==> src/sv/i2cmw_pkg.sv <==
package i2cmw_pkg;

  localparam int CFG_INDEX_W = 2;
  localparam int CFG_DATA_W  = 8;

  localparam logic [CFG_INDEX_W-1:0] REG_DEVICE_ADDRESS = 2'd0;
  localparam logic [CFG_INDEX_W-1:0] REG_LONG_DELAY     = 2'd1;
  localparam logic [CFG_INDEX_W-1:0] REG_SHORT_DELAY    = 2'd2;

  localparam logic [7:0] DEVICE_ADDRESS_RST = 8'd120;
  localparam logic [7:0] LONG_DELAY_RST     = 8'd5;
  localparam logic [7:0] SHORT_DELAY_RST    = 8'd2;

  localparam logic CMD_TICK  = 1'b0;
  localparam logic CMD_START = 1'b1;

  typedef enum logic [1:0] {
    ST_OK        = 2'd0,
    ST_ADDR_NACK = 2'd1,
    ST_REG_NACK  = 2'd2,
    ST_DATA_NACK = 2'd3
  } status_t;

  typedef enum logic [3:0] {
    PH_IDLE     = 4'd0,
    PH_START_A  = 4'd1,
    PH_START_B  = 4'd2,
    PH_BIT_LOW  = 4'd3,
    PH_BIT_HIGH = 4'd4,
    PH_ACK_LOW  = 4'd5,
    PH_ACK_HIGH = 4'd6,
    PH_STOP_A   = 4'd7,
    PH_STOP_B   = 4'd8
  } phase_t;

  // classified input beat
  typedef struct packed {
    logic       start;
    logic [7:0] register_byte;
    logic [7:0] data_byte;
    logic       sda_level;
  } in_item_t;

  typedef struct packed {
    logic       scl_level;
    logic       sda_out_level;
    logic       sda_driving;
    logic       busy_res;
    logic       done_res;
    logic [1:0] status;
  } res_item_t;

  function automatic logic [7:0] at_least_one(input logic [7:0] v);
    return (v == 8'd0) ? 8'd1 : v;
  endfunction

endpackage

==> src/sv/i2cmw_fifo.sv <==
module i2cmw_fifo #(
  parameter int WIDTH = 8,
  parameter int DEPTH = 4
) (
  input  logic             clk,
  input  logic             rst,
  input  logic             wr_en,
  input  logic [WIDTH-1:0] wr_data,
  output logic             full,
  input  logic             rd_en,
  output logic [WIDTH-1:0] rd_data,
  output logic             empty
);

  localparam int AW = (DEPTH > 1) ? $clog2(DEPTH) : 1;
  localparam int CW = $clog2(DEPTH + 1);
  localparam logic [AW-1:0] LAST = AW'(DEPTH - 1);

  logic [WIDTH-1:0] mem [DEPTH];
  logic [AW-1:0]    wr_ptr;
  logic [AW-1:0]    rd_ptr;
  logic [CW-1:0]    count;
  logic             do_wr;
  logic             do_rd;

  assign full    = (count == CW'(DEPTH));
  assign empty   = (count == '0);
  assign do_wr   = wr_en && !full;
  assign do_rd   = rd_en && !empty;
  assign rd_data = mem[rd_ptr];

  always_ff @(posedge clk) begin
    if (do_wr) begin
      mem[wr_ptr] <= wr_data;
    end
  end

  always_ff @(posedge clk) begin
    if (rst) begin
      wr_ptr <= '0;
      rd_ptr <= '0;
      count  <= '0;
    end else begin
      if (do_wr) begin
        wr_ptr <= (wr_ptr == LAST) ? '0 : wr_ptr + 1'b1;
      end
      if (do_rd) begin
        rd_ptr <= (rd_ptr == LAST) ? '0 : rd_ptr + 1'b1;
      end
      if (do_wr && !do_rd) begin
        count <= count + 1'b1;
      end else if (do_rd && !do_wr) begin
        count <= count - 1'b1;
      end
    end
  end

endmodule

==> src/sv/i2cmw_engine.sv <==
module i2cmw_engine (
  input  logic                                  clk,
  input  logic                                  rst,
  input  logic                                  cfg_we,
  input  logic [i2cmw_pkg::CFG_INDEX_W-1:0]     cfg_index,
  input  logic [i2cmw_pkg::CFG_DATA_W-1:0]      cfg_data,
  input  logic                                  item_valid,
  input  i2cmw_pkg::in_item_t                   item,
  output logic                                  item_take,
  input  logic                                  res_full,
  output logic                                  res_push,
  output i2cmw_pkg::res_item_t                  res
);

  logic [7:0] device_address;
  logic [7:0] long_delay_ticks;
  logic [7:0] short_delay_ticks;

  i2cmw_pkg::phase_t phase, phase_next;
  logic [7:0] delay_count, delay_count_next;
  logic [2:0] bit_index, bit_index_next;
  logic [1:0] byte_index, byte_index_next;
  logic [7:0] shift_byte, shift_byte_next;
  logic [7:0] held_register, held_register_next;
  logic [7:0] held_data, held_data_next;
  logic [1:0] last_status, last_status_next;

  logic       fire;
  logic       load;
  logic       done;
  logic [7:0] dec;
  logic [1:0] nack_status;

  assign fire      = item_valid && !res_full;
  assign item_take = fire;
  assign res_push  = fire;

  always_ff @(posedge clk) begin
    if (rst) begin
      device_address    <= i2cmw_pkg::DEVICE_ADDRESS_RST;
      long_delay_ticks  <= i2cmw_pkg::LONG_DELAY_RST;
      short_delay_ticks <= i2cmw_pkg::SHORT_DELAY_RST;
    end else if (cfg_we) begin
      priority case (cfg_index)
        i2cmw_pkg::REG_DEVICE_ADDRESS: device_address    <= cfg_data;
        i2cmw_pkg::REG_LONG_DELAY:     long_delay_ticks  <= cfg_data;
        i2cmw_pkg::REG_SHORT_DELAY:    short_delay_ticks <= cfg_data;
        default: ;
      endcase
    end
  end

  always_ff @(posedge clk) begin
    if (rst) begin
      phase         <= i2cmw_pkg::PH_IDLE;
      delay_count   <= '0;
      bit_index     <= '0;
      byte_index    <= '0;
      shift_byte    <= '0;
      held_register <= '0;
      held_data     <= '0;
      last_status   <= i2cmw_pkg::ST_OK;
    end else if (fire) begin
      phase         <= phase_next;
      delay_count   <= delay_count_next;
      bit_index     <= bit_index_next;
      byte_index    <= byte_index_next;
      shift_byte    <= shift_byte_next;
      held_register <= held_register_next;
      held_data     <= held_data_next;
      last_status   <= last_status_next;
    end
  end

  always_comb begin
    unique case (byte_index)
      2'd0:    nack_status = i2cmw_pkg::ST_ADDR_NACK;
      2'd1:    nack_status = i2cmw_pkg::ST_REG_NACK;
      2'd2:    nack_status = i2cmw_pkg::ST_DATA_NACK;
      default: nack_status = i2cmw_pkg::ST_OK;
    endcase
  end

  always_comb begin
    phase_next         = phase;
    delay_count_next   = delay_count;
    bit_index_next     = bit_index;
    byte_index_next    = byte_index;
    shift_byte_next    = shift_byte;
    held_register_next = held_register;
    held_data_next     = held_data;
    last_status_next   = last_status;
    load               = 1'b0;
    done               = 1'b0;
    dec                = delay_count - 8'd1;

    if (phase == i2cmw_pkg::PH_IDLE) begin
      if (item.start) begin
        held_register_next = item.register_byte;
        held_data_next     = item.data_byte;
        last_status_next   = i2cmw_pkg::ST_OK;
        byte_index_next    = '0;
        bit_index_next     = '0;
        shift_byte_next    = device_address;
        phase_next         = i2cmw_pkg::PH_START_A;
        load               = 1'b1;
      end
    end else begin
      delay_count_next = dec;
      if (dec == 8'd0) begin
        load = 1'b1;
        unique case (phase)
          i2cmw_pkg::PH_START_A: phase_next = i2cmw_pkg::PH_START_B;
          i2cmw_pkg::PH_START_B: phase_next = i2cmw_pkg::PH_BIT_LOW;
          i2cmw_pkg::PH_BIT_LOW: phase_next = i2cmw_pkg::PH_BIT_HIGH;
          i2cmw_pkg::PH_BIT_HIGH: begin
            shift_byte_next = {shift_byte[6:0], 1'b0};
            if (bit_index == 3'd7) begin
              bit_index_next = '0;
              phase_next     = i2cmw_pkg::PH_ACK_LOW;
            end else begin
              bit_index_next = bit_index + 3'd1;
              phase_next     = i2cmw_pkg::PH_BIT_LOW;
            end
          end
          i2cmw_pkg::PH_ACK_LOW: phase_next = i2cmw_pkg::PH_ACK_HIGH;
          i2cmw_pkg::PH_ACK_HIGH: begin
            if (item.sda_level) begin
              last_status_next = nack_status;
              phase_next       = i2cmw_pkg::PH_STOP_A;
            end else if (byte_index >= 2'd2) begin
              last_status_next = i2cmw_pkg::ST_OK;
              phase_next       = i2cmw_pkg::PH_STOP_A;
            end else begin
              byte_index_next = byte_index + 2'd1;
              shift_byte_next = (byte_index == 2'd0) ? held_register : held_data;
              bit_index_next  = '0;
              phase_next      = i2cmw_pkg::PH_BIT_LOW;
            end
          end
          i2cmw_pkg::PH_STOP_A: phase_next = i2cmw_pkg::PH_STOP_B;
          default: begin
            done       = 1'b1;
            phase_next = i2cmw_pkg::PH_IDLE;
          end
        endcase
      end
    end

    if (load) begin
      unique case (phase_next)
        i2cmw_pkg::PH_IDLE:     delay_count_next = '0;
        i2cmw_pkg::PH_BIT_LOW,
        i2cmw_pkg::PH_BIT_HIGH: delay_count_next = i2cmw_pkg::at_least_one(short_delay_ticks);
        default:                delay_count_next = i2cmw_pkg::at_least_one(long_delay_ticks);
      endcase
    end
  end

  // line levels follow the phase after the step
  always_comb begin
    res.busy_res = (phase_next != i2cmw_pkg::PH_IDLE);
    res.done_res = done;
    res.status   = last_status_next;
    unique case (phase_next)
      i2cmw_pkg::PH_START_B,
      i2cmw_pkg::PH_STOP_B: begin
        res.scl_level = 1'b1; res.sda_out_level = 1'b0; res.sda_driving = 1'b1;
      end
      i2cmw_pkg::PH_STOP_A: begin
        res.scl_level = 1'b0; res.sda_out_level = 1'b0; res.sda_driving = 1'b1;
      end
      i2cmw_pkg::PH_BIT_LOW: begin
        res.scl_level = 1'b0; res.sda_out_level = shift_byte_next[7]; res.sda_driving = 1'b1;
      end
      i2cmw_pkg::PH_BIT_HIGH: begin
        res.scl_level = 1'b1; res.sda_out_level = shift_byte_next[7]; res.sda_driving = 1'b1;
      end
      i2cmw_pkg::PH_ACK_LOW: begin
        res.scl_level = 1'b0; res.sda_out_level = 1'b1; res.sda_driving = 1'b0;
      end
      i2cmw_pkg::PH_ACK_HIGH: begin
        res.scl_level = 1'b1; res.sda_out_level = 1'b1; res.sda_driving = 1'b0;
      end
      default: begin
        res.scl_level = 1'b1; res.sda_out_level = 1'b1; res.sda_driving = 1'b1;
      end
    endcase
  end

endmodule

==> src/sv/i2c_master_register_write.sv <==
// Bit-level I2C master playing one register write: start, address byte,
// register byte, data byte, stop, with an acknowledge slot after each byte.
// Input queue: push/full. Each beat is one bus time tick; a beat with
// command = 1 also starts a transaction when the engine is idle (ignored
// while busy). sda_level carries the sampled data line for that tick.
// Result queue: empty/pop. Every input beat yields exactly one result beat
// with the line levels for that tick, busy, the done pulse and status.
// Config port: cfg_we/cfg_index/cfg_data; write only while idle.
// Path: a pushed beat is registered in the input queue, and the engine
// steps it out of the input queue into the registered result queue.
// Throughput: one beat and tick per cycle while the result queue has room.
// Reset: both queues empty, engine idle, registers at address 120, long
// delay 5, short delay 2, status ok.
// Receiver stall: results collect in the result queue (QUEUE_DEPTH beats),
// then the engine stops and the input queue fills; full rises after
// 2*QUEUE_DEPTH unread beats. Only pushes made while full are lost.
module i2c_master_register_write #(
  parameter int QUEUE_DEPTH = 4
) (
  input  logic                              clk,
  input  logic                              rst,
  input  logic                              cfg_we,
  input  logic [i2cmw_pkg::CFG_INDEX_W-1:0] cfg_index,
  input  logic [i2cmw_pkg::CFG_DATA_W-1:0]  cfg_data,
  input  logic                              push,
  output logic                              full,
  input  logic                              command,
  input  logic [7:0]                        register_byte,
  input  logic [7:0]                        data_byte,
  input  logic                              sda_level,
  output logic                              empty,
  input  logic                              pop,
  output logic                              scl_level,
  output logic                              sda_out_level,
  output logic                              sda_driving,
  output logic                              busy_res,
  output logic                              done_res,
  output logic [1:0]                        status
);

  localparam int IN_W  = $bits(i2cmw_pkg::in_item_t);
  localparam int RES_W = $bits(i2cmw_pkg::res_item_t);

  i2cmw_pkg::in_item_t  in_beat;
  i2cmw_pkg::in_item_t  eng_item;
  i2cmw_pkg::res_item_t eng_res;
  i2cmw_pkg::res_item_t out_res;
  logic [IN_W-1:0]      in_q_data;
  logic [RES_W-1:0]     out_q_data;
  logic                 in_q_empty;
  logic                 eng_take;
  logic                 res_full;
  logic                 res_push;

  // front: classify the beat
  always_comb begin
    in_beat.start         = (command == i2cmw_pkg::CMD_START);
    in_beat.register_byte = register_byte;
    in_beat.data_byte     = data_byte;
    in_beat.sda_level     = sda_level;
  end

  i2cmw_fifo #(.WIDTH(IN_W), .DEPTH(QUEUE_DEPTH)) u_in_q (
    .clk     (clk),
    .rst     (rst),
    .wr_en   (push),
    .wr_data (in_beat),
    .full    (full),
    .rd_en   (eng_take),
    .rd_data (in_q_data),
    .empty   (in_q_empty)
  );

  assign eng_item = i2cmw_pkg::in_item_t'(in_q_data);

  i2cmw_engine u_engine (
    .clk        (clk),
    .rst        (rst),
    .cfg_we     (cfg_we),
    .cfg_index  (cfg_index),
    .cfg_data   (cfg_data),
    .item_valid (!in_q_empty),
    .item       (eng_item),
    .item_take  (eng_take),
    .res_full   (res_full),
    .res_push   (res_push),
    .res        (eng_res)
  );

  i2cmw_fifo #(.WIDTH(RES_W), .DEPTH(QUEUE_DEPTH)) u_out_q (
    .clk     (clk),
    .rst     (rst),
    .wr_en   (res_push),
    .wr_data (eng_res),
    .full    (res_full),
    .rd_en   (pop),
    .rd_data (out_q_data),
    .empty   (empty)
  );

  assign out_res       = i2cmw_pkg::res_item_t'(out_q_data);
  assign scl_level     = out_res.scl_level;
  assign sda_out_level = out_res.sda_out_level;
  assign sda_driving   = out_res.sda_driving;
  assign busy_res      = out_res.busy_res;
  assign done_res      = out_res.done_res;
  assign status        = out_res.status;

  a_done_idle: assert property (@(posedge clk) disable iff (rst)
    (!empty && done_res) |-> (!busy_res && scl_level && sda_out_level && sda_driving))
    else $error("done beat not in idle line state");

  // a nack status while busy only shows during the closing stop condition
  a_busy_status: assert property (@(posedge clk) disable iff (rst)
    (!empty && busy_res && status != i2cmw_pkg::ST_OK) |-> (sda_driving && !sda_out_level))
    else $error("nack status outside stop condition");

  a_released_high: assert property (@(posedge clk) disable iff (rst)
    (!empty && !sda_driving) |-> (sda_out_level && busy_res))
    else $error("released data line outside ack slot");

  a_engine_source: assert property (@(posedge clk) disable iff (rst)
    res_push |-> (!in_q_empty && !res_full))
    else $error("engine stepped without a beat or room");

endmodule
==> config.mk <==
export PLATFORM = sky130hd
export DESIGN_NAME = i2c_master_register_write
export DESIGN_NICKNAME = d
export VERILOG_FILES = /design/src/sv/i2cmw_pkg.sv /design/src/sv/i2cmw_fifo.sv /design/src/sv/i2cmw_engine.sv /design/src/sv/i2c_master_register_write.sv
export SDC_FILE = /design/constraint.sdc
export NUM_CORES = 1
export LEC_CHECK = 0
export ABC_CLOCK_PERIOD_IN_PS = 3970
export BUFFER_PORTS_ARGS = -buffer_cell sky130_fd_sc_hd__buf_2
export CAP_MARGIN = 0
export CORE_ASPECT_RATIO = 1.2
export CORE_MARGIN = 8
export CORE_UTILIZATION = 61
export DETAILED_ROUTE_END_ITERATION = 6
export HOLD_SLACK_MARGIN = 0.1
export PLACE_DENSITY_LB_ADDON = 0.2
export SYNTH_ARGS = -nofsm -noshare
export SYNTH_HDL_FRONTEND = slang
export SYNTH_SLANG_ARGS = --single-unit
==> constraint.sdc <==
create_clock -name clk -period 3.97 [get_ports clk]
set_clock_uncertainty 0.2 [all_clocks]
set_input_delay 0.397 -clock clk [delete_from_list [all_inputs] [get_ports clk]]
set_output_delay 0.397 -clock clk [all_outputs]
set_load 0.05 [all_outputs]
-- After elaboration in Yosys (flattened, before gate mapping)
Memories as Yosys holds them, arrays and structs flattened. A register that Yosys moved wholly into a read port is not among the register bits.
Index checks and enable logic that the tools add are counted.
- $lt $le $gt $ge: 1
- bitwise operators: 0
- reductions and logical operators: 42
- shift operators: 0
- div/mod/pow operators: 0
- mux-type cells: 62
- multiply operators: 0
- add/sub/neg operators: 11
- equal/unequal tests: 31
- operator list (kind ; number):
    8-bit two-way mux ; 10
    2-bit two-way mux ; 20
    3-bit two-way mux ; 12
    4-bit by 3-bit == test with 1-bit output (second input constant) ; 8
    8-bit case mux with 2 select lines ; 2
    4-bit case mux with 7 select lines ; 1
    8-bit logical NOT ; 3
    3-bit case mux with 6 select lines ; 1
    4-bit by 2-bit == test with 1-bit output (second input constant) ; 4
    4-bit two-way mux ; 4
    2-bit == test (second input constant) ; 6
    6-bit AND reduction ; 2
    2-bit by 1-bit adder with 2-bit output (second input constant) ; 5
    1-bit two-way mux ; 10
    3-bit by 1-bit adder with 3-bit output (second input constant) ; 3
    3-bit == test (second input constant) ; 3
    1-bit logical AND ; 9
    1-bit logical NOT ; 8
    4-bit logical NOT ; 2
    2-bit AND reduction ; 4
    2-bit nonzero test ; 4
    8-bit by 1-bit subtractor with 8-bit output (second input constant) ; 1
    7-bit OR reduction ; 1
    3-bit logical NOT ; 2
    other kinds (15) ; 22
- register bits after elaboration: 81
- RAM bits: 100
- bits in read-only memories: 0
- logic and storage cells: 167
- bits in latches: 0
- memories: 2
- output and inout port bits: 9
- memory list (name ; depth ; width ; read ports ; clocked after Yosys merged registers in ; wr ports ; line ; source):
    u_in_q.mem ; 4 ; 18 ; 1 ; 1 ; 1 ; i2cmw_fifo.sv:19 ; logic [WIDTH-1:0] mem [DEPTH];
    u_out_q.mem ; 4 ; 7 ; 1 ; 1 ; 1 ; i2cmw_fifo.sv:19 ;

-- Depth between registers and ports, before layout
- word-level depth: 10
- mapped depth: 14

-- Cells and area by module
From an unflattened synthesis, not the netlist that was laid out.
- cell total of the unflattened synthesis: 679
- area, all modules: 8289.2 um2
- by module, submodules not included (module ; cells an instance ; area an instance (um2) ; sequential area each (um2) ; times used):
    i2cmw_engine ; 449 ; 3689.8 ; 1341.3 ; 1
    i2cmw_fifo at u_in_q ; 144 ; 3099.2 ; 2342.2 ; 1
    i2cmw_fifo at u_out_q ; 85 ; 1496.4 ; 1021.0 ; 1
    i2c_master_register_write ; 1 ; 3.8 ; 0.0 ; 1

-- Worst setup path after synthesis
OpenSTA, ideal clock, no wires.
- kind: register -> register
- from: reg u_engine.delay_count[0]
- to: reg u_engine.delay_count[1]
- cell stages (with the launch flop): 13
- library setup time: 138 ps
- slack: 585 ps
- clock period less this slack: 3385 ps
- data required time: 3632 ps
- data arrival time: 3047 ps
- buffers on the path: 2
- cells stage by stage: dfxtp_1 -> clkbuf_1 -> inv_1 -> ha_1 -> clkbuf_1 -> nor3b_1 -> nand3_2 -> a311oi_4 -> mux2i_1 -> nand2_1 -> o22a_2 -> a221oi_1 -> a211oi_1
- word-level cells in the longest chain between the ends: 8
- ends and longest elaborated chain (element ; line ; source):
    start: declaration ; i2cmw_engine.sv:20 ; logic [7:0] delay_count, delay_count_next;
    start signal: assignment ; i2cmw_engine.sv:65 ; delay_count <= delay_count_next;
    8-bit by 1-bit subtractor with 8-bit output (*) ; i2cmw_engine.sv:95 ; dec = delay_count - 8'd1;
    8-bit logical NOT ; i2cmw_engine.sv:110 ; if (dec == 8'd0) begin
    4-bit two-way mux ; i2cmw_engine.sv:110 ;
    4-bit two-way mux ; i2cmw_engine.sv:97 ; if (phase == i2cmw_pkg::PH_IDLE) begin
    4-bit by 2-bit == test with 1-bit output / 4-bit by 3-bit == test with 1-bit output (equally long branches) ; i2cmw_engine.sv:151 ; unique case (phase_next)
    2-bit OR reduction ; i2cmw_engine.sv:151 ;
    8-bit case mux with 2 select lines ; i2cmw_engine.sv:151 ;
    8-bit two-way mux ; i2cmw_engine.sv:150 ; if (load) begin
Every way passes the cells marked *; elsewhere a longest branch is shown, timed or not. The select of a mux whose other input is x is not followed.
A chain may end at the register's enable or synchronous reset.

-- Final worst setup path
- from: reg u_engine.delay_count[0]
- to: reg u_engine.delay_count[4]
The elaborated chain is that of the path after synthesis.

==> flow_summary.toml <==
[routing]
vias = 5447
wl_um = 16500
drc_errors = 0
viasPerCell = 5.99
wl_per_cell_um = 18.1
dr.first_iter.drc_count = 420
antenna_left = 0
dr.pass1.iters = 5

[placed_design]
gp_congestion = 0.847
dpl.cell_count = 851
numPortBuffers = 41
hpwl_um = 10900

[cts]
clkSlewWorstSetupHoldPaths_ps = 70
cts_sinks = 185
post_cts_buffers = 0
clk_latency_ps = 430
clk_path_buf_depth = 2
cts_buffers = 17
cts_tree = "built"
cts-root-buf = "clkbuf_16"
ctsHtreeMaxLevel = 4

[setup_path]
max_stage_delay_ps = 540
worst-path-stages = 10
reg2reg_depth = 10
r2r_start = "u_engine.delay_count[0]"
worst_ep_arrival_time_ps = 3860
path_delay_family = "compound AO/OA/AOI/OAI gates"
crit_slowest_cell = "a311oi_4"
start_kind = "flip-flop"
crit_buf_inv = 1
critPathKind = "flip-flop to flip-flop"
critPathRequiredTime_ps = 4080
r2r_setup_slack_ps = 220
end_kind = "flip-flop"
r2r-end = "u_engine.delay_count[4]"
worstPathCellList = "inv_1, ha_1, o21bai_1, a211o_1, a311oi_4, mux2i_2, nand2_1, o22a_2, a221oi_1, a21oi_1"
critPathMaxFanout = 11

[timing]
rsz0062_at_grt = "no"
setup_viol = 0
tns_ps = 0
post-route-period-util = 0.944
timing.hold.ws_ps = 240
hold_viol_final = 0
tightest_slew_ps = 1190
min_period_ps = 3750
relSlewSlack = 0.199
maxSlewViolCount = 0
clock.fmax_mhz = 267

[worst_hold_path]
worstHoldStart = "pop"
hold_depth = 4
holdPathEnd = "u_out_q.rd_ptr[1]"
hold_class = "input pin to flip-flop"

[layout]
ff_latch_area_um2 = 4700
post-route-util = 0.711
final_cells = 910
layout.nets = 782
drive_gt1_frac = 0.190
area_growth_pct = 15.1
multi_input_area_um2 = 3200
antenna_cells = 0
fill_cells = 879

[floorplanning]
core_um2 = 13100
ios = 42
dieArea_um2 = 17200
die_width_um = 121
num_rows = 46
die_h_um = 142
initial_core_util = 0.617

[logic_synthesis]
synth.area.top_cells = "edfxtp_1 (37%), dfxtp_1 (21%), mux4_2 (6.9%), mux2i_1 (4.7%), nand2_1 (3.8%)"
netlist_instances = 669
ys_seq_elements = 185
yosysUniqueCellTypes = 62
netlist_area_um2 = 8100
synth_edf_count = 100
syn-num-nets = 722
synth_area_per_cell_um2 = 12.1
ys_seq_area_frac = 0.581
yosysTopAreaCellShare = 0.371
yosys_warnings = 0
synthFlopType = "edfxtp_1"
yosysTopAreaCell = "edfxtp_1"
ys_async_sr_fraction = 0

[status]
status = "finished, final reports clean"

[global_route]
grt_first_pass_wirelength_um = 26500
grt_usage = 0.196
grt_start_max_net_pins = 54
grt_pass1_vias = 5461
grt_overflow_total = 0
antenna_found_initial = 0

[flow_run]
cap_viol_max_count = 0

[pwr]
p_leak_nw = 3.42
ir_drop_uv = 464
powerDensity_nw_per_um2 = 725
cells in the mapped netlist (4+ instances only):
library cell and number:
edfxtp_1 100, dfxtp_1 85, nand2_1 83, nor2_1 61, a21oi_1 49, mux2i_1 38, clkbuf_1 26, mux4_2 25
ha_1 18, o21ai_0 18, and2_1 14, inv_1 14, nand3_1 13, nor3_1 10, a22oi_1 8, a211oi_2 7
a221oi_1 7, buf_1 7, nand2b_1 5, a211oi_1 4, a21o_1 4, a31oi_1 4, nand3b_1 4, nor2b_1 4
o211ai_1 4, xor2_1 4
state kept, by name, summed over array words and instances (netlist names), named ones only:
name and cells:
u_in_q.mem 72, u_out_q.mem 28, u_engine.delay_count 8, u_engine.device_address 8, u_engine.held_data 8, u_engine.held_register 8, u_engine.long_delay_ticks 8, u_engine.shift_byte 8
u_engine.short_delay_ticks 8, u_engine.phase 4, u_engine.bit_index 3, u_in_q.count 3, u_out_q.count 3, u_engine.byte_index 2, u_engine.last_status 2, u_in_q.rd_ptr 2
u_in_q.wr_ptr 2, u_out_q.rd_ptr 2, u_out_q.wr_ptr 2
cell type report:
class | instances | area share
well taps | 168 | 0.0225
repair buffers | 79 | 0.0596
multi-input cells | 431 | 0.343
clock buffers | 18 | 0.0460
flip-flops and latches | 185 | 0.504
inverters | 15 | 0.00604
clock inverters | 14 | 0.0185
routing by layer:
metal | vias to the layer above | part of all wire | global-route usage
met5 | - | 0 | 0
met4 | 0 | 0.028 | 0.0865
met3 | 41 | 0.040 | 0.0445
met2 | 157 | 0.53 | 0.347
met1 | 2665 | 0.40 | 0.219
li1 | 2584 | - | -
logic make-up after synthesis:
kind of cell | synth area share
XOR/XNOR | 0.00432
adder cells (fa/ha/maj) | 0.0327
AO/OA/AOI/OAI | 0.109
buffers and inverters | 0.0286
multiplexers | 0.122
flip-flops | 0.581
AND/OR/NAND/NOR | 0.122
per-stage QoR:
stage,worst slack (ps),total power [mW],area (um2)
2_1_floorplan,585,4.47,8100
3_3_place_gp,384,4.91,8440
3_5_place_dp,169,5.03,8440
4_1_cts,150,6.74,9300
5_1_grt,18.0,7.13,9330
6_report,221,6.76,9330
worst register-to-register path, delay by kind of cell (launching register included):
| kind | cells | cell delay [ps] |
|---|---|---|
| adders and majority gates | 1 | 340 |
| DFF | 1 | 490 |
| buffers and inverters | 1 | 130 |
| and+or+nand+nor | 1 | 150 |
| AOI/OAI and AO/OA | 6 | 1890 |
| muxes | 1 | 450 |
how the worst max path moves through the flow:
stage	from	endpoint	slack [ps]
6_report	u_engine.delay_count[0]	u_engine.delay_count[4]	220
3_5_place_dp	u_engine.delay_count[0]	u_engine.delay_count[4]	170
3_3_place_gp	u_engine.delay_count[0]	u_engine.delay_count[1]	380
4_1_cts	u_engine.delay_count[0]	u_engine.delay_count[4]	150
2_1_floorplan	u_engine.delay_count[0]	u_engine.delay_count[1]	580
5_1_grt	u_engine.delay_count[0]	u_engine.delay_count[1]	20
power by group:
| group | leakage [nW] | internal (mW) | switching, mW |
|---|---|---|---|
| combinational | 1.53 | 0.928 | 1.49 |
| sequential | 1.60 | 2.39 | 0.257 |
| clock | 0.293 | 0.907 | 0.790 |
timing repair:
action                                  CTS  global route
endpoints found under the setup margin    0            12
hold endpoints to repair                 96             0
hold buffers                             26             0
resized for setup                         0             3
placed cells by master, fill, tap and decap left out, types with 5 or more instances in the layout:
master         synthesis  final
nor2_1                61     61
buf_2                  2     41
edfxtp_1             100    100
inv_1                 14     14
nand3_1               13     13
clkbuf_16              0     17
ha_1                  18     18
mux2i_1               38     36
dlygate4sd3_1          0     26
a22oi_1                8      8
nand2_1               83     83
mux4_2                25     25
nand2b_1               5      5
nor3_1                10     10
a21oi_1               49     48
inv_8                  0      6
a221oi_1               7      7
dfxtp_1               85     85
a211oi_2               7      7
o21ai_0               18     18
buf_4                  1     12
and2_1                14     14
(Power assumes the default switching activity.)
